<file path="config.mk">
export PLATFORM = sky130hd
export DESIGN_NAME = int_to_roman_numeral_flat
export DESIGN_NICKNAME = d
export VERILOG_FILES = /design/src/irn_pkg.sv /design/src/irn_if.sv /design/src/irn_ctrl.sv /design/src/irn_dp.sv /design/src/int_to_roman_numeral.sv /design/src/flat_wrapper.sv
export SDC_FILE = /design/constraint.sdc
export NUM_CORES = 1
export LEC_CHECK = 0
export BUFFER_PORTS_ARGS = -buffer_cell sky130_fd_sc_hd__buf_2
export CAP_MARGIN = 0
export CORE_ASPECT_RATIO = 1.75
export CORE_MARGIN = 2
export CORE_UTILIZATION = 59
export CTS_BUF_LIST = sky130_fd_sc_hd__clkbuf_16
export CTS_CLUSTER_SIZE = 25
export DETAILED_ROUTE_END_ITERATION = 8
export MAX_ROUTING_LAYER = met4
export PLACE_DENSITY = 0.78
export SETUP_SLACK_MARGIN = 0.02
export SLEW_MARGIN = 20
export SYNTH_ARGS = -nofsm -noshare
export SYNTH_HDL_FRONTEND = slang
export SYNTH_SLANG_ARGS = --single-unit
</file>
<file path="constraint.sdc">
create_clock -name clk -period 5.6 [get_ports clk]
set_input_delay 0.56 -clock clk [delete_from_list [all_inputs] [get_ports clk]]
set_output_delay 0.56 -clock clk [all_outputs]
set_load 0.05 [all_outputs]
</file>
<file path="src/irn_pkg.sv">
`timescale 1ns / 1ps

package irn_pkg;

  localparam int VAL_W = 13;
  localparam int SYM_W = 8;
  localparam int NTOK  = 13;
  localparam logic [VAL_W-1:0] VAL_MAX = VAL_W'(4999);

  typedef logic [VAL_W-1:0] val_t;
  typedef logic [SYM_W-1:0] sym_t;
  typedef logic [3:0]       tok_t;

  localparam sym_t CH_I = 8'h49;
  localparam sym_t CH_V = 8'h56;
  localparam sym_t CH_X = 8'h58;
  localparam sym_t CH_L = 8'h4C;
  localparam sym_t CH_C = 8'h43;
  localparam sym_t CH_D = 8'h44;
  localparam sym_t CH_M = 8'h4D;
  localparam sym_t CH_NONE = 8'h00;

  // greedy token table, largest weight first
  localparam val_t TOK_W [NTOK] = '{
    13'd1000, 13'd900, 13'd500, 13'd400, 13'd100, 13'd90, 13'd50,
    13'd40, 13'd10, 13'd9, 13'd5, 13'd4, 13'd1
  };
  localparam sym_t TOK_A [NTOK] = '{
    CH_M, CH_C, CH_D, CH_C, CH_C, CH_X, CH_L, CH_X, CH_X, CH_I, CH_V, CH_I, CH_I
  };
  localparam sym_t TOK_B [NTOK] = '{
    CH_NONE, CH_M, CH_NONE, CH_D, CH_NONE, CH_C, CH_NONE, CH_L, CH_NONE,
    CH_X, CH_NONE, CH_V, CH_NONE
  };
  localparam logic TOK_PAIR [NTOK] = '{
    1'b0, 1'b1, 1'b0, 1'b1, 1'b0, 1'b1, 1'b0, 1'b1, 1'b0, 1'b1, 1'b0, 1'b1, 1'b0
  };

  typedef struct packed {
    logic load;
    logic step;
  } irn_cmd_t;

  typedef struct packed {
    logic out_free;
    logic step_last;
  } irn_stat_t;

  // largest token not above v
  function automatic tok_t pick_tok(input val_t v);
    tok_t t;
    t = tok_t'(NTOK - 1);
    for (int i = NTOK - 1; i >= 0; i--) begin
      if (v >= TOK_W[i]) t = tok_t'(i);
    end
    return t;
  endfunction

endpackage

</file>
<file path="src/irn_if.sv">
`timescale 1ns / 1ps

interface irn_in_if;
  logic                 valid;
  logic                 ready;
  logic [12:0]          value;
  modport source (output valid, output value, input ready);
  modport sink   (input valid, input value, output ready);
endinterface

interface irn_out_if;
  logic                 valid;
  logic                 ready;
  logic [7:0]           symbol;
  logic                 empty_res;
  logic                 last;
  modport source (output valid, output symbol, output empty_res, output last,
                  input ready);
  modport sink   (input valid, input symbol, input empty_res, input last,
                  output ready);
endinterface

</file>
<file path="src/irn_ctrl.sv">
`timescale 1ns / 1ps

module irn_ctrl (
  input  logic               clk,
  input  logic               rst_n,
  input  logic               in_valid,
  output logic               in_ready,
  input  irn_pkg::irn_stat_t stat,
  output irn_pkg::irn_cmd_t  cmd
);
  import irn_pkg::*;

  localparam logic ST_IDLE = 1'b0;
  localparam logic ST_EMIT = 1'b1;

  logic state_r, state_nxt;

  assign in_ready = (state_r == ST_IDLE);
  assign cmd.load = in_valid && in_ready;
  assign cmd.step = (state_r == ST_EMIT) && stat.out_free;

  always_comb begin
    state_nxt = state_r;
    unique case (state_r)
      ST_IDLE: if (cmd.load) state_nxt = ST_EMIT;
      ST_EMIT: if (cmd.step && stat.step_last) state_nxt = ST_IDLE;
      default: state_nxt = ST_IDLE;
    endcase
  end

  always_ff @(posedge clk) begin
    if (!rst_n) begin
      state_r <= ST_IDLE;
    end else begin
      state_r <= state_nxt;
    end
  end

endmodule

</file>
<file path="src/irn_dp.sv">
`timescale 1ns / 1ps

module irn_dp (
  input  logic               clk,
  input  logic               rst_n,
  input  irn_pkg::val_t      in_value,
  input  irn_pkg::irn_cmd_t  cmd,
  output irn_pkg::irn_stat_t stat,
  output logic               out_valid,
  input  logic               out_ready,
  output irn_pkg::sym_t      out_symbol,
  output logic               out_empty_res,
  output logic               out_last
);
  import irn_pkg::*;

  val_t v_r, v_nxt;
  logic pend_r, pend_nxt;
  sym_t pend_sym_r, pend_sym_nxt;
  sym_t sym_r, sym_nxt;
  logic empty_r, empty_nxt;
  logic last_r, last_nxt;
  logic ovalid_r;
  tok_t tok;

  assign tok = pick_tok(v_r);

  always_comb begin
    v_nxt        = v_r;
    pend_nxt     = 1'b0;
    pend_sym_nxt = TOK_B[tok];
    sym_nxt      = CH_NONE;
    empty_nxt    = 1'b0;
    last_nxt     = 1'b0;
    priority if (pend_r) begin
      // second letter of a subtractive pair
      sym_nxt  = pend_sym_r;
      last_nxt = (v_r == '0);
    end else if (v_r == '0) begin
      empty_nxt = 1'b1;
      last_nxt  = 1'b1;
    end else begin
      sym_nxt  = TOK_A[tok];
      v_nxt    = v_r - TOK_W[tok];
      pend_nxt = TOK_PAIR[tok];
      last_nxt = !TOK_PAIR[tok] && (v_nxt == '0);
    end
  end

  assign stat.step_last = last_nxt;
  assign stat.out_free  = !ovalid_r || out_ready;

  always_ff @(posedge clk) begin
    if (!rst_n) begin
      pend_r   <= 1'b0;
      ovalid_r <= 1'b0;
    end else begin
      if (cmd.load) begin
        pend_r <= 1'b0;
      end else if (cmd.step) begin
        pend_r <= pend_nxt;
      end
      if (cmd.step) begin
        ovalid_r <= 1'b1;
      end else if (out_ready) begin
        ovalid_r <= 1'b0;
      end
    end
  end

  always_ff @(posedge clk) begin
    if (cmd.load) begin
      v_r <= (in_value > VAL_MAX) ? VAL_MAX : in_value;
    end else if (cmd.step) begin
      v_r        <= v_nxt;
      pend_sym_r <= pend_sym_nxt;
    end
    if (cmd.step) begin
      sym_r   <= sym_nxt;
      empty_r <= empty_nxt;
      last_r  <= last_nxt;
    end
  end

  assign out_valid     = ovalid_r;
  assign out_symbol    = sym_r;
  assign out_empty_res = empty_r;
  assign out_last      = last_r;

endmodule

</file>
<file path="src/int_to_roman_numeral.sv">
`timescale 1ns / 1ps
// channel   dir  payload                          handshake
// in_ch     in   value[12:0]                      valid/ready
// out_ch    out  symbol[7:0], empty_res, last     valid/ready
//
// an item is taken while idle, then one result per cycle while out_ch.ready lets the output register move on
// the letter count of the numeral sets how long an item takes, longest is 4888 with 16 letters
// synchronous active-low reset clears the state machine and output valid
// out_ch.ready low holds the output register and stops the letter sequencer
// the next item is taken once the last letter sits in the output register

module int_to_roman_numeral (
  input  logic      clk,
  input  logic      rst_n,
  irn_in_if.sink    in_ch,
  irn_out_if.source out_ch
);
  import irn_pkg::*;

  irn_cmd_t  cmd;
  irn_stat_t stat;
  logic      in_ready;

  // controller: idle until an item arrives, then steps the sequencer
  irn_ctrl u_ctrl (
    .clk      (clk),
    .rst_n    (rst_n),
    .in_valid (in_ch.valid),
    .in_ready (in_ready),
    .stat     (stat),
    .cmd      (cmd)
  );

  assign in_ch.ready = in_ready;

  // datapath: remaining value, greedy token pick, pending pair letter, output register
  irn_dp u_dp (
    .clk           (clk),
    .rst_n         (rst_n),
    .in_value      (in_ch.value),
    .cmd           (cmd),
    .stat          (stat),
    .out_valid     (out_ch.valid),
    .out_ready     (out_ch.ready),
    .out_symbol    (out_ch.symbol),
    .out_empty_res (out_ch.empty_res),
    .out_last      (out_ch.last)
  );

endmodule
</file>
<file path="src/flat_wrapper.sv">
// flat-port wrapper written by rule: the top's interface ports become plain ports
module int_to_roman_numeral_flat import irn_pkg::*;
  (clk, rst_n, in_ch_valid, in_ch_value, in_ch_ready, out_ch_valid, out_ch_symbol, out_ch_empty_res, out_ch_last, out_ch_ready);
  irn_in_if in_ch_i ();
  irn_out_if out_ch_i ();
  input  logic clk;
  input  logic rst_n;
  input wire logic [$bits(in_ch_i.valid)-1:0] in_ch_valid;
  input wire logic [$bits(in_ch_i.value)-1:0] in_ch_value;
  output wire logic [$bits(in_ch_i.ready)-1:0] in_ch_ready;
  output wire logic [$bits(out_ch_i.valid)-1:0] out_ch_valid;
  output wire logic [$bits(out_ch_i.symbol)-1:0] out_ch_symbol;
  output wire logic [$bits(out_ch_i.empty_res)-1:0] out_ch_empty_res;
  output wire logic [$bits(out_ch_i.last)-1:0] out_ch_last;
  input wire logic [$bits(out_ch_i.ready)-1:0] out_ch_ready;
  assign in_ch_i.valid = in_ch_valid;
  assign in_ch_i.value = in_ch_value;
  assign in_ch_ready = in_ch_i.ready;
  assign out_ch_valid = out_ch_i.valid;
  assign out_ch_symbol = out_ch_i.symbol;
  assign out_ch_empty_res = out_ch_i.empty_res;
  assign out_ch_last = out_ch_i.last;
  assign out_ch_i.ready = out_ch_ready;
  int_to_roman_numeral u_core (.clk(clk), .rst_n(rst_n), .in_ch(in_ch_i), .out_ch(out_ch_i));
endmodule
</file>
[After elaboration in Yosys (flattened, before gate mapping)]
Memory sizes are Yosys's and may differ from the RTL's. A register that Yosys moved wholly into a read port is not among the register bits.
Cells that the tools add are included.
Word-level totals
  register bits: 26
  bits in read-only memories: 480
  word-level logic and storage cells: 81
  memories kept: 4
Operators by class
  add/sub/neg operators: 1
  $lt $le $gt $ge: 14
  equality and inequality tests: 2
  mux-type cells: 35
  bitwise gates (word level): 4
  reductions and logical operators: 14
Memory list
  (no name shown): depth 16, width 13, rd ports 1, clocked after Yosys merged registers in 0, wr ports 0, RTL line irn_dp.sv:44  | v_nxt = v_r - TOK_W[tok];
  (no name shown): depth 16, width 8, rd ports 1, clocked after Yosys merged registers in 0, wr ports 0, RTL line irn_dp.sv:43  | sym_nxt = TOK_A[tok];
  (no name shown): depth 16, width 8, rd ports 1, clocked after Yosys merged registers in 1, wr ports 0, RTL line irn_dp.sv:31  | pend_sym_nxt = TOK_B[tok];
  (no name shown): depth 16, width 1, rd ports 1, clocked after Yosys merged registers in 0, wr ports 0, RTL line irn_dp.sv:46  | last_nxt = !TOK_PAIR[tok] && (v_nxt == '0);
Operator list (number)
  $mux 13: 7
  $mux 4: 11
  $mux 8: 4
  $ge 13x10->1 const B: 2
  $ge 13x3->1 const B: 2
  $ge 13x4->1 const B: 2
  $ge 13x6->1 const B: 2
  $ge 13x7->1 const B: 2
  $ge 13x9->1 const B: 2
  $logic_not 13->1: 2
  $gt 13x13->1 const B: 1
  $sub 13x13->13: 1
  $mux 1: 11
  $ge 5x5->1 const B: 1
  $not 4->5: 1
  $logic_and 1x1->1: 4
  $ne 2x1->1 const B: 2
  $reduce_bool 2->1: 2
  $mux 3: 1
  $not 1->1: 3
  $reduce_and 3->1: 1
  $logic_not 1->1: 2
  $pmux 1 s2: 1
  $reduce_and 2->1: 1
  other kinds (2): 2

[Depth between registers and ports, before layout]
Gate-level depths: netlist (run 1).
  word-level depth: 25
  gate-level depth with buffers: 20

[Cells and area by module]
From an unflattened synthesis (run 1), not the netlist that was laid out.
Unflattened totals
  cell total of the unflattened synthesis: 257
  area, all modules: 2368.5 µm²
Modules (own cells, without submodules)
  irn_dp: instances 1, cells each 251, area an instance 2313.5 µm²
  irn_ctrl: instances 1, cells each 6, area an instance 55.1 µm²

[Least setup slack after synthesis (run 1)]
OpenSTA, ideal clock, no wires.
  path kind: reg2reg
  start point: register u_core.u_dp.v_r[5]
  end point: register u_core.u_dp.v_r[11], data pin
  library setup time: 266 ps
  arrival time: 4424 ps
  data required time: 5334 ps
  path slack: 909 ps
  stages on the path, launching flop included: 19
  buffers on the path: 2
  period minus slack after synthesis: 4691 ps
  path through: edfxtp_1 buf_6 or4_4 or3_2 clkbuf_1 nand2_1 a21oi_1 o21ai_0 ha_1 inv_1 nor3_1 a21oi_1 ha_1 or4_1 or3_1 a31o_2 a211oi_1 xnor2_1 o21ai_0
Between the ends
  word-level cells in the longest chain between the ends: 22
  elaborated cells on any way between the ends: 33
RTL lines
  start, declared: RTL line irn_dp.sv:17  | val_t v_r, v_nxt;
  start signal, assigned: RTL line irn_dp.sv:73  | v_r <= (in_value > VAL_MAX) ? VAL_MAX : in_value;
  start signal, assigned: RTL line irn_dp.sv:75  | v_r <= v_nxt;
  $ge 13x3->1: RTL line irn_pkg.sv:54  | if (v >= TOK_W[i]) t = tok_t'(i);
  $mux 3: RTL line irn_pkg.sv:54
  $mux 4 (11 in series): RTL line irn_pkg.sv:54
  $not 4->5 (not written as such): RTL line irn_dp.sv:44
  $mem_v2 16x13
  $mux 13 (not written as such) (2 in series): RTL line irn_dp.sv:44
  $sub 13x13->13 *: RTL line irn_dp.sv:44
  $mux 13 *: RTL line irn_dp.sv:39  | end else if (v_r == '0) begin
  $mux 13 *: RTL line irn_dp.sv:35  | priority if (pend_r) begin
  $mux 13 *: RTL line irn_dp.sv:74  | end else if (cmd.step) begin
  $mux 13 *: RTL line irn_dp.sv:72  | if (cmd.load) begin
Every way passes the cells marked *; elsewhere a longest branch is shown, timed or not. The select of a mux whose other input is x is not followed.
A chain may end at the register's enable or synchronous reset.

[Worst setup path in the final report (run 1)]
  start point: register u_core.u_dp.v_r[5]
  end point: register u_core.u_dp.last_r, in the netlist u_core.u_dp.out_last, data pin
Between the ends
  word-level cells in the longest chain between the ends: 22
  elaborated cells on any way between the ends: 38
RTL lines
  $ge 13x3->1: RTL line irn_pkg.sv:54
  $mux 3: RTL line irn_pkg.sv:54
  $mux 4 (11 in series): RTL line irn_pkg.sv:54
  $not 4->5 (not written as such): RTL line irn_dp.sv:44, irn_dp.sv:46
  $mem_v2 16x13
  $mux 13 (not written as such) (2 in series): RTL line irn_dp.sv:44
  $sub 13x13->13: RTL line irn_dp.sv:44
  $logic_not 13->1: RTL line irn_dp.sv:46
  $logic_and 1x1->1: RTL line irn_dp.sv:46
  $mux 1: RTL line irn_dp.sv:39
  $mux 1 *: RTL line irn_dp.sv:35
  net u_core.u_dp.last_nxt: RTL line irn_dp.sv:22  | logic last_r, last_nxt;
  end signal, assigned: RTL line irn_dp.sv:81  | last_r <= last_nxt;
  end, declared: RTL line irn_dp.sv:22
The timed path passes the listed nets; every way through them passes the cells marked *. The select of a mux whose other input is x is not followed.

==> results of run 1 <==
-- cell usage in the layout (no fill, tap or decap), types with 3 or more instances in the layout --
| cell | Yosys | routed |
|---|---|---|
| o21ai_0 | 18 | 18 |
| a31oi_1 | 3 | 3 |
| nand2_1 | 27 | 27 |
| nand3_1 | 3 | 3 |
| o211ai_1 | 3 | 3 |
| nor2_1 | 21 | 21 |
| a21o_1 | 7 | 7 |
| a22o_1 | 4 | 4 |
| dfxtp_1 | 3 | 3 |
| a21oi_1 | 20 | 20 |
| buf_2 | 0 | 26 |
| or4_1 | 3 | 3 |
| nor2b_1 | 3 | 3 |
| ha_1 | 15 | 15 |
| xor2_1 | 4 | 4 |
| clkbuf_16 | 0 | 5 |
| nand2b_1 | 4 | 4 |
| buf_4 | 3 | 4 |
| inv_1 | 11 | 11 |
| xnor2_1 | 3 | 3 |
| a211oi_1 | 4 | 4 |
| nand3b_1 | 3 | 3 |
| edfxtp_1 | 27 | 27 |
| o21a_1 | 4 | 4 |
| nor3_1 | 15 | 15 |
| or3_1 | 5 | 5 |
| and3_1 | 3 | 3 |
-- worst reg2reg max path, stage by stage, from the launching register on --
cell,delay (ps)
edfxtp_1,530
or4_4,620
or3_2,550
nand2_1,100
a21oi_1,60
o21ai_0,390
ha_1,210
inv_1,50
nor3_1,250
a31oi_1,120
fa_1,480
a21o_1,190
a22oi_1,370
nor3_1,100
a311oi_1,310
nand4b_1,150
a2111oi_2,390
a21o_1,180
-- state kept, by name (all words and copies together), names as in the netlist --
register                   cells
u_core.u_ctrl.state_r          1
u_core.u_dp.out_empty_res      1
u_core.u_dp.out_last           1
u_core.u_dp.out_symbol         6
u_core.u_dp.out_valid          1
u_core.u_dp.pend_r             1
u_core.u_dp.pend_sym_r         6
u_core.u_dp.v_r               13
-- final cells by class --
type                            instances  area (um^2)
Fill cell                             316         1190
Timing Repair Buffer                   30          160
Tap cell                               48         60.1
Clock inverter                          3         16.3
Sequential cell                        30          871
Inverter                               12         45.0
Multi-Input combinational cell        214         1400
Clock buffer                            5          125
-- power breakdown --
group          switching [mW]  leakage, nW  internal, mW  total, mW
clock                  0.0979       0.0672         0.162      0.260
sequential             0.0957        0.279         0.340      0.436
combinational           0.577        0.735         0.376      0.954
total                   0.771         1.08         0.878       1.65
-- kinds of logic after synthesis --
family | after synthesis | share of synthesized area
AO/OA/AOI/OAI | 89 | 0.257
XOR/XNOR | 7 | 0.0257
adder cells (fa/ha/maj) | 16 | 0.0871
buffers and inverters | 26 | 0.0488
flip-flops | 30 | 0.365
other | 1 | 0.00157
AND/OR/NAND/NOR | 100 | 0.214
-- per-stage QoR --
stage | worst slack (ps) | area (um^2)
2_1_floorplan | 909 | 2390
3_3_place_gp | 646 | 2540
3_5_place_dp | 491 | 2540
4_1_cts | 459 | 2680
5_1_grt | 158 | 2680
6_report | 414 | 2680
-- final timing paths --
path / start / to / cells past startpoint
worst max-delay path: u_core.u_dp.v_r[5]$_DFFE_PP_ / u_core.u_dp.out_last$_DFFE_PP_ / 17
worst min-delay path: u_core.u_dp.out_valid$_SDFFE_PN0P_ / u_core.u_dp.out_valid$_SDFFE_PN0P_ / 2
worst max register to register: u_core.u_dp.v_r[5]$_DFFE_PP_ / u_core.u_dp.out_last$_DFFE_PP_ / 17
worst min register to register: u_core.u_dp.out_valid$_SDFFE_PN0P_ / u_core.u_dp.out_valid$_SDFFE_PN0P_ / 2
-- per-layer routing --
| metal | vias to the layer above | global-route usage |
|---|---|---|
| li1 | 1069 | - |
| met1 | 1028 | 0.300 |
| met2 | 96 | 0.526 |
| met3 | 38 | 0.0478 |
| met4 | 0 | 0.211 |
| met5 | - | - |
==> flow_summary.ini, run 1 <==
[routing]
wirelength_mm = 6.39
dr.pass1.iters = 4
wl_met2_mm = 3.42
wl_met1_mm = 2.28
drcViolationCount = 0
drt.antenna.violating_nets = 0
via_per_inst = 6.52
highest_layer = met4
met3_wirelength_um = 261
routedWlPerCell_um = 18.7
num_vias = 2231
drtIter0Drc = 73

[setup_path]
end_kind = flip-flop
critPathTopFamily = compound AO/OA/AOI/OAI gates
reg2reg_slack_ps = 410
crit_path_top_delay_cell = or4_4
crit_buf_inv = 1
cp.required_ps = 5750
critPathMaxFanout = 11
start_kind = flip-flop
arrival_ps = 5340
path_class = reg -> reg
cpPeakStageDelay_ps = 620
crit_chain = or4_4 > or3_2 > nand2_1 > a21oi_1 > o21ai_0 > ha_1 > inv_1 > nor3_1 > a31oi_1 > fa_1 > a21o_1 > a22oi_1 > nor3_1 > a311oi_1 > nand4b_1 > a2111oi_2 > a21o_1

[layout]
area_growth_syn_to_layout_pct = 12.3
stdcell_count = 342
drive_gt1_frac = 0.153
final_util = 0.693
antenna_cells = 0
nets = 326

[cts]
cts_hold_buf = 0
clkLatencyLatePin_ps = 280
path_clk_slew_ps = 50
cts_tree = built
cts_resized = 0
clockRootBuffer = clkbuf_16
cts_sinks = 30
clockBufferDepth = 2
htreeDepth = 2
postCtsSetupRepairBufs = 0
cts_made_buffers = 5

[sta]
grt_setup_unrepaired = false
layout_min_cycle_time_ps = 5190
fin_worst_skew_ps = 3.98
fin_crit_sh = 0.926
fin_tns_setup_ps = 0
worstMarginPinSlew_ps = 663
max_freq_ghz = 0.193
finalHoldViolCount = 0
setup_violations = 0
relSlewSlack = 0.557
slew_viol_final = 0
whs_ps = 515

[synthesis]
yosysSeqAreaShare = 0.365
synth_top_area_frac = 0.340
synth_common_cells = edfxtp_1 (27), nand2_1 (27), nor2_1 (21)
ys.flop_type = edfxtp_1
synth_cell_types = 59
netlist_instances = 269
yosys_warnings = 0
ys_ff_latch = 30
syn_area_per_cell_um2 = 8.86
synth.top_cells.by_area = edfxtp_1 (34%), ha_1 (7.9%), nand2_1 (4.3%), a21oi_1 (4.2%), o21ai_0 (3.8%)
synthArstFlopShare = 0
synth-edff-count = 27
syn_area_um2 = 2380
synth_area_leader_cell = edfxtp_1

[die]
die_y_um = 88.1
core_um2 = 3870
io_pins = 29
die_w_um = 52.0
start_util = 0.617
die-area_um2 = 4580
num_rows = 30

[pwr]
power_per_cell_area_nw_per_um2 = 616
static-leakage-power_nw = 1.08
peakVddDrop_v = 0.000469
total_power_mw = 1.65

[placement]
hpwl_mm = 4.80
port_buffers = 26
gp_congestion = 0.992
placed_cells = 334

[global_routing]
grtUsageTotal = 0.304
grt_max_degree = 15
grt_pass1_vias = 2062
grt_overflow = 0
antenna_found_initial = 0
grt_pass1_wl_mm = 9.76

[min_path]
min_path_type = reg -> reg

[flow_run]
maxCapViolations = 0

[outcome]
outcome = complete, no violations
(Power assumes the default switching activity.)
==> run 2: changes to the inputs <==
--- a/config.mk
+++ b/config.mk
@@ -5,6 +5,7 @@
 export SDC_FILE = /design/constraint.sdc
 export NUM_CORES = 1
 export LEC_CHECK = 0
+export ABC_AREA = 1
 export BUFFER_PORTS_ARGS = -buffer_cell sky130_fd_sc_hd__buf_2
 export CAP_MARGIN = 0
 export CORE_ASPECT_RATIO = 1.75
==> flow_summary.ini, run 2 <==
[layout]
final_cell_mix = nand2_1 (101), inv_1 (43), nor2_1 (42), edfxtp_1 (27), buf_2 (26)
drive_gt1_frac = 0.136
nets = 401
final_common_cell = nand2_1
top_register = u_core.u_dp.v_r
antenna_cells = 0
fill_cells = 349
area_growth_syn_to_layout_pct = 13.8
largest_reg_flops = 13
design_area_um2 = 2750

[setup_path]
reg2regPathDepth = 24
critPathMaxFanout = 6
crit_path_top_delay_cell = a31oi_1
crit_cells = 24
crit_buf_inv = 5
cpPeakStageDelay_ps = 460
start_kind = flip-flop
cp.required_ps = 5750
reg2reg_to = u_core.u_ctrl.state_r$_SDFF_PN0_
critPathTopFamily = simple AND/OR/NAND/NOR gates
path_class = reg -> reg
reg2reg_slack_ps = 1040
reg2reg_from = u_core.u_dp.v_r[4]$_DFFE_PP_
arrival_ps = 4710
end_kind = flip-flop
crit_chain = inv_1 > nand2_1 > a31oi_1 > nand2_1 > a21oi_1 > inv_1 > ha_1 > inv_1 > nor3_1 > o21bai_1 > inv_1 > ha_1 > nand2_1 > nor2_1 > nor2_1 > nand2_1 > inv_1 > o21bai_1 > xor2_1 > nand4_1 > nor2_1 > nand3_1 > nand2_1 > a21oi_1

[synthesis]
syn_area_per_cell_um2 = 7.14
synth_top_area_frac = 0.336
synthArstFlopShare = 0
ys_ff_latch = 30
synth_area_leader_cell = edfxtp_1
synth_common_cells = nand2_1 (101), inv_1 (43), nor2_1 (42)
yosys_warnings = 0
yosysSeqAreaShare = 0.361
synth_cell_types = 35
syn_area_um2 = 2410
yosysMostFrequentCell = nand2_1
ys.flop_type = edfxtp_1
synth.top_cells.by_area = edfxtp_1 (34%), nand2_1 (16%), ha_1 (7.8%), inv_1 (6.7%), nor2_1 (6.5%)
synth-edff-count = 27
netlist_instances = 338

[sta]
relSlewSlack = 0.597
slew_viol_final = 0
fin_crit_sh = 0.815
fin_worst_skew_ps = 5.41
setup_ws_ps = 1040
grt_setup_unrepaired = false
setup_violations = 0
layout_min_cycle_time_ps = 4560
fin_tns_setup_ps = 0
whs_ps = 490
finalHoldViolCount = 0
max_freq_ghz = 0.219
worstMarginPinSlew_ps = 604

[global_routing]
antenna_found_initial = 0
grtUsageTotal = 0.300
grt_pass1_wl_mm = 9.98
grt_max_degree = 14
grt_pass1_vias = 2366
grt_overflow = 0

[routing]
num_vias = 2339
dr.pass1.iters = 4
wirelength_mm = 6.15
via_per_inst = 5.61
drt.antenna.violating_nets = 0
drtIter0Drc = 103
drcViolationCount = 0
routedWlPerCell_um = 14.8

[pwr]
seqPwrFrac = 0.283
power_per_cell_area_nw_per_um2 = 473
swShare = 0.433
power.share.clock = 0.233
intPower_mw = 0.737
pwr-share-comb = 0.484
total_power_mw = 1.30
peakVddDrop_v = 0.000348
power.switching_mw = 0.562
static-leakage-power_nw = 1.34

[outcome]
outcome = complete, no violations

[die]
start_util = 0.618
die_w_um = 52.4
io_pins = 29
die-area_um2 = 4640
die_y_um = 88.6
num_rows = 30
core_um2 = 3900

[placement]
place_area_um2 = 2580
place_ws_ps = 1160
port_buffers = 26
gp_congestion = 0.997
hpwl_mm = 4.88

[min_path]
min_path_type = reg -> reg
worstHoldStart = u_core.u_dp.out_valid$_SDFFE_PN0P_
hold-path-endpoint = u_core.u_dp.out_valid$_SDFFE_PN0P_
worstHoldPathCells = 2

[flow_run]
maxCapViolations = 0

[cts]
postCtsSetupRepairBufs = 0
cts_sinks = 30
cts_hold_buf = 0
cts_tree = built
clockBufferDepth = 2
htreeDepth = 2
cts_made_buffers = 5
clkLatencyLatePin_ps = 270
cts_resized = 0
clockRootBuffer = clkbuf_16
path_clk_slew_ps = 50
==> run 2: cell count changes in the layout (fill, tap and decap cells not counted), sizes merged, moves of 6 or more <==
cell	delta
nand2	+77
inv	+34
nor2	+27
nand3	+17
nor3	-11
a21o	-6
or3	-6
==> run 2: cell type report <==
cell class / count / area, um^2 / share of cell area
Multi-Input combinational cell: 259 / 1350 / 0.491
Sequential cell: 30 / 871 / 0.317
Inverter: 46 / 173 / 0.0629
Timing Repair Buffer: 26 / 130 / 0.0474
Clock buffer: 5 / 125 / 0.0456
Tap cell: 48 / 60.1 / 0.0219
Clock inverter: 3 / 40.0 / 0.0146
==> run 2: power by group through the flow <==
| stage | Combinational [mW] | Clock (mW) | Sequential, mW |
|---|---|---|---|
| 2_1_floorplan | 0.464 | 0 | 0.378 |
| 3_3_place_gp | 0.600 | 0 | 0.369 |
| 3_5_place_dp | 0.609 | 0 | 0.371 |
| 4_1_cts | 0.619 | 0.304 | 0.367 |
| 5_1_grt | 0.698 | 0.309 | 0.373 |
| 6_report | 0.629 | 0.302 | 0.368 |
==> run 2: worst max path at each step <==
stage	from	slack, ps	end
2_1_floorplan	u_core.u_dp.v_r[5]$_DFFE_PP_	1810	u_core.u_ctrl.state_r$_SDFF_PN0_
3_3_place_gp	u_core.u_dp.v_r[4]$_DFFE_PP_	1260	u_core.u_ctrl.state_r$_SDFF_PN0_
3_5_place_dp	u_core.u_dp.v_r[11]$_DFFE_PP_	1160	u_core.u_ctrl.state_r$_SDFF_PN0_
4_1_cts	u_core.u_dp.v_r[4]$_DFFE_PP_	1120	u_core.u_ctrl.state_r$_SDFF_PN0_
5_1_grt	u_core.u_dp.v_r[11]$_DFFE_PP_	580	u_core.u_ctrl.state_r$_SDFF_PN0_
6_report	u_core.u_dp.v_r[4]$_DFFE_PP_	1040	u_core.u_ctrl.state_r$_SDFF_PN0_
==> run 2: cells by family after synthesis <==
logic type | synth area share
AO/OA/AOI/OAI | 0.117
XOR/XNOR | 0.0327
adder cells (fa/ha/maj) | 0.0861
buffers and inverters | 0.0824
flip-flops | 0.361
other | 0.00155
AND/OR/NAND/NOR | 0.319
==> run 2: tightest hold or removal path, cell delays in order, from the launching register on <==
cell      delay [ps]
dfxtp_1          300
nand2_1           70
a21boi_0          70
==> run 2: layer usage <==
layer / routed length (um) / up-vias / share of wire / global-route usage
met1: 2150 / 1075 / 0.35 / 0.261
li1: - / 1161 / - / -
met2: 3450 / 74 / 0.56 / 0.565
met3: 188 / 29 / 0.031 / 0.0372
met5: 0 / - / 0 / -
met4: 365 / 0 / 0.059 / 0.205
==> run 2: metrics by stage <==
step	util	cells
2_1_floorplan	-	339
3_3_place_gp	0.661	409
3_5_place_dp	0.661	409
4_1_cts	0.704	417
5_1_grt	0.704	417
6_report	0.704	417
==> run 3: changes to the inputs <==
==> constraint.sdc (replaced) <==
create_clock -name clk -period 4.5 [get_ports clk]
set_input_delay 0.45 -clock clk [delete_from_list [all_inputs] [get_ports clk]]
set_output_delay 0.45 -clock clk [all_outputs]
set_load 0.05 [all_outputs]
==> flow_summary.ini, run 3 (synthesized netlist as in run 2, its figures left out) <==
[outcome]
outcome = complete, no violations

[setup_path]
critPathMaxFanout = 6
reg2reg_from = u_core.u_dp.v_r[6]$_DFFE_PP_
end_kind = flip-flop
arrival_ps = 4360
path_class = reg -> reg
reg2reg_slack_ps = 290
startpoint = u_core.u_dp.v_r[6]$_DFFE_PP_
endpoint = u_core.u_ctrl.state_r$_SDFF_PN0_
reg2reg_to = u_core.u_ctrl.state_r$_SDFF_PN0_
start_kind = flip-flop
reg2regPathDepth = 27
cp.required_ps = 4650

[global_routing]
grtUsageTotal = 0.317
grt_overflow = 0
grt_pass1_wl_mm = 10.4
grt_pass1_vias = 2423
grt_max_degree = 14
antenna_found_initial = 0

[routing]
wirelength_mm = 6.66
via_per_inst = 5.64
num_vias = 2402
dr.pass1.iters = 5
drcViolationCount = 0
routedWlPerCell_um = 15.6
drtIter0Drc = 101
drt.antenna.violating_nets = 0

[cts]
htreeDepth = 2
cts_made_buffers = 5
clkLatencyLatePin_ps = 280
path_clk_slew_ps = 50
cts_tree = built
clockBufferDepth = 2
clockRootBuffer = clkbuf_16
cts_sinks = 30
cts_hold_buf = 0

[layout]
final_cell_mix = nand2_1 (99), inv_1 (42), nor2_1 (40), edfxtp_1 (27), buf_2 (26)
top_register = u_core.u_dp.v_r
antenna_cells = 0
area_growth_syn_to_layout_pct = 19.0
largest_reg_flops = 13
nets = 410
design_area_um2 = 2870
final_common_cell = nand2_1
drive_gt1_frac = 0.190

[sta]
slew_viol_final = 0
finalHoldViolCount = 0
fin_worst_skew_ps = 7.33
worstMarginPinSlew_ps = 585
max_freq_ghz = 0.237
setup_violations = 0
relSlewSlack = 0.609
layout_min_cycle_time_ps = 4210
fin_crit_sh = 0.936

[die]
die-area_um2 = 4640
die_w_um = 52.4
io_pins = 29
core_um2 = 3900
die_y_um = 88.6
start_util = 0.618
num_rows = 30

[placement]
place_area_um2 = 2630
port_buffers = 26
hpwl_mm = 5.08
gp_congestion = 1.03

[pwr]
static-leakage-power_nw = 1.38
power_per_cell_area_nw_per_um2 = 585
peakVddDrop_v = 0.000519
total_power_mw = 1.68

[min_path]
min_path_type = in -> reg
worstHoldPathCells = 2

[flow_run]
maxCapViolations = 0
[run 3: worst min path at each step]
stage / start / end / slack, ps
floorplan: u_core.u_dp.pend_sym_r[0]$_SDFFCE_PP0P_ / u_core.u_dp.out_symbol[0]$_DFFE_PP_ / 490
global placement: u_core.u_dp.out_valid$_SDFFE_PN0P_ / u_core.u_dp.out_valid$_SDFFE_PN0P_ / 480
detailed placement: u_core.u_dp.out_valid$_SDFFE_PN0P_ / u_core.u_dp.out_valid$_SDFFE_PN0P_ / 490
CTS: rst_n / u_core.u_dp.pend_r$_SDFFE_PP0P_ / 430
global route: rst_n / u_core.u_dp.out_valid$_SDFFE_PN0P_ / 460
finish: rst_n / u_core.u_dp.out_valid$_SDFFE_PN0P_ / 440
[run 3: cell type report]
cell class / count / area, um^2
fill: 321 / 1030
inverter: 46 / 173
multi-input combinational: 259 / 1440
timing repair buffer: 35 / 198
tap: 48 / 60.1
sequential: 30 / 871
clock buffer: 5 / 125
clock inverter: 3 / 11.3
[run 3: critical path, stage by stage (launching register included)]
cell      delay, ps
edfxtp_1        490
nor2_2          210
nand2_2         100
nor2_2           90
nand2_1         100
nor2_2          110
inv_1            60
o21ai_1         150
nand2_1         120
a21oi_4         180
inv_1            80
ha_1            270
inv_1            60
a21oi_1         150
ha_1            180
inv_1            90
fa_2            380
xor2_1          190
nor3_1          180
nand3_1         110
nor2_1          100
nand3_1         110
nor2_1          100
nand4_1          90
nor2_1          150
nand3_1          80
nand2_1          80
a21oi_1          60
[run 3: what timing repair did]
item                                    CTS  global route
resized for setup                         0            22
buffers inserted                          0             3
endpoints found under the setup margin    0             5
[run 3: power breakdown]
part / switching, mW / internal [mW]
logic: 0.576 / 0.326
clock network: 0.115 / 0.198
registers: 0.0691 / 0.396
[run 3: metal layers]
layer / vias to the layer above / part of all wire / global-route usage
li1: 1181 / - / -
met1: 1062 / 0.34 / 0.257
met2: 116 / 0.55 / 0.584
met3: 43 / 0.043 / 0.0608
met4: 0 / 0.072 / 0.254
met5: - / 0 / -
[run 3: metrics by stage]
stage / setup TNS (ps) / hold slack, ps / instances / util / setup WS [ps]
floorplan: 0 / 494 / 339 / - / 714
global placement: 0 / 481 / 415 / 0.673 / 301
detailed placement: 0 / 493 / 415 / 0.673 / 111
CTS: 0 / 433 / 423 / 0.708 / 113
global route: -196 / 459 / 426 / 0.736 / -123
finish: 0 / 441 / 426 / 0.736 / 288
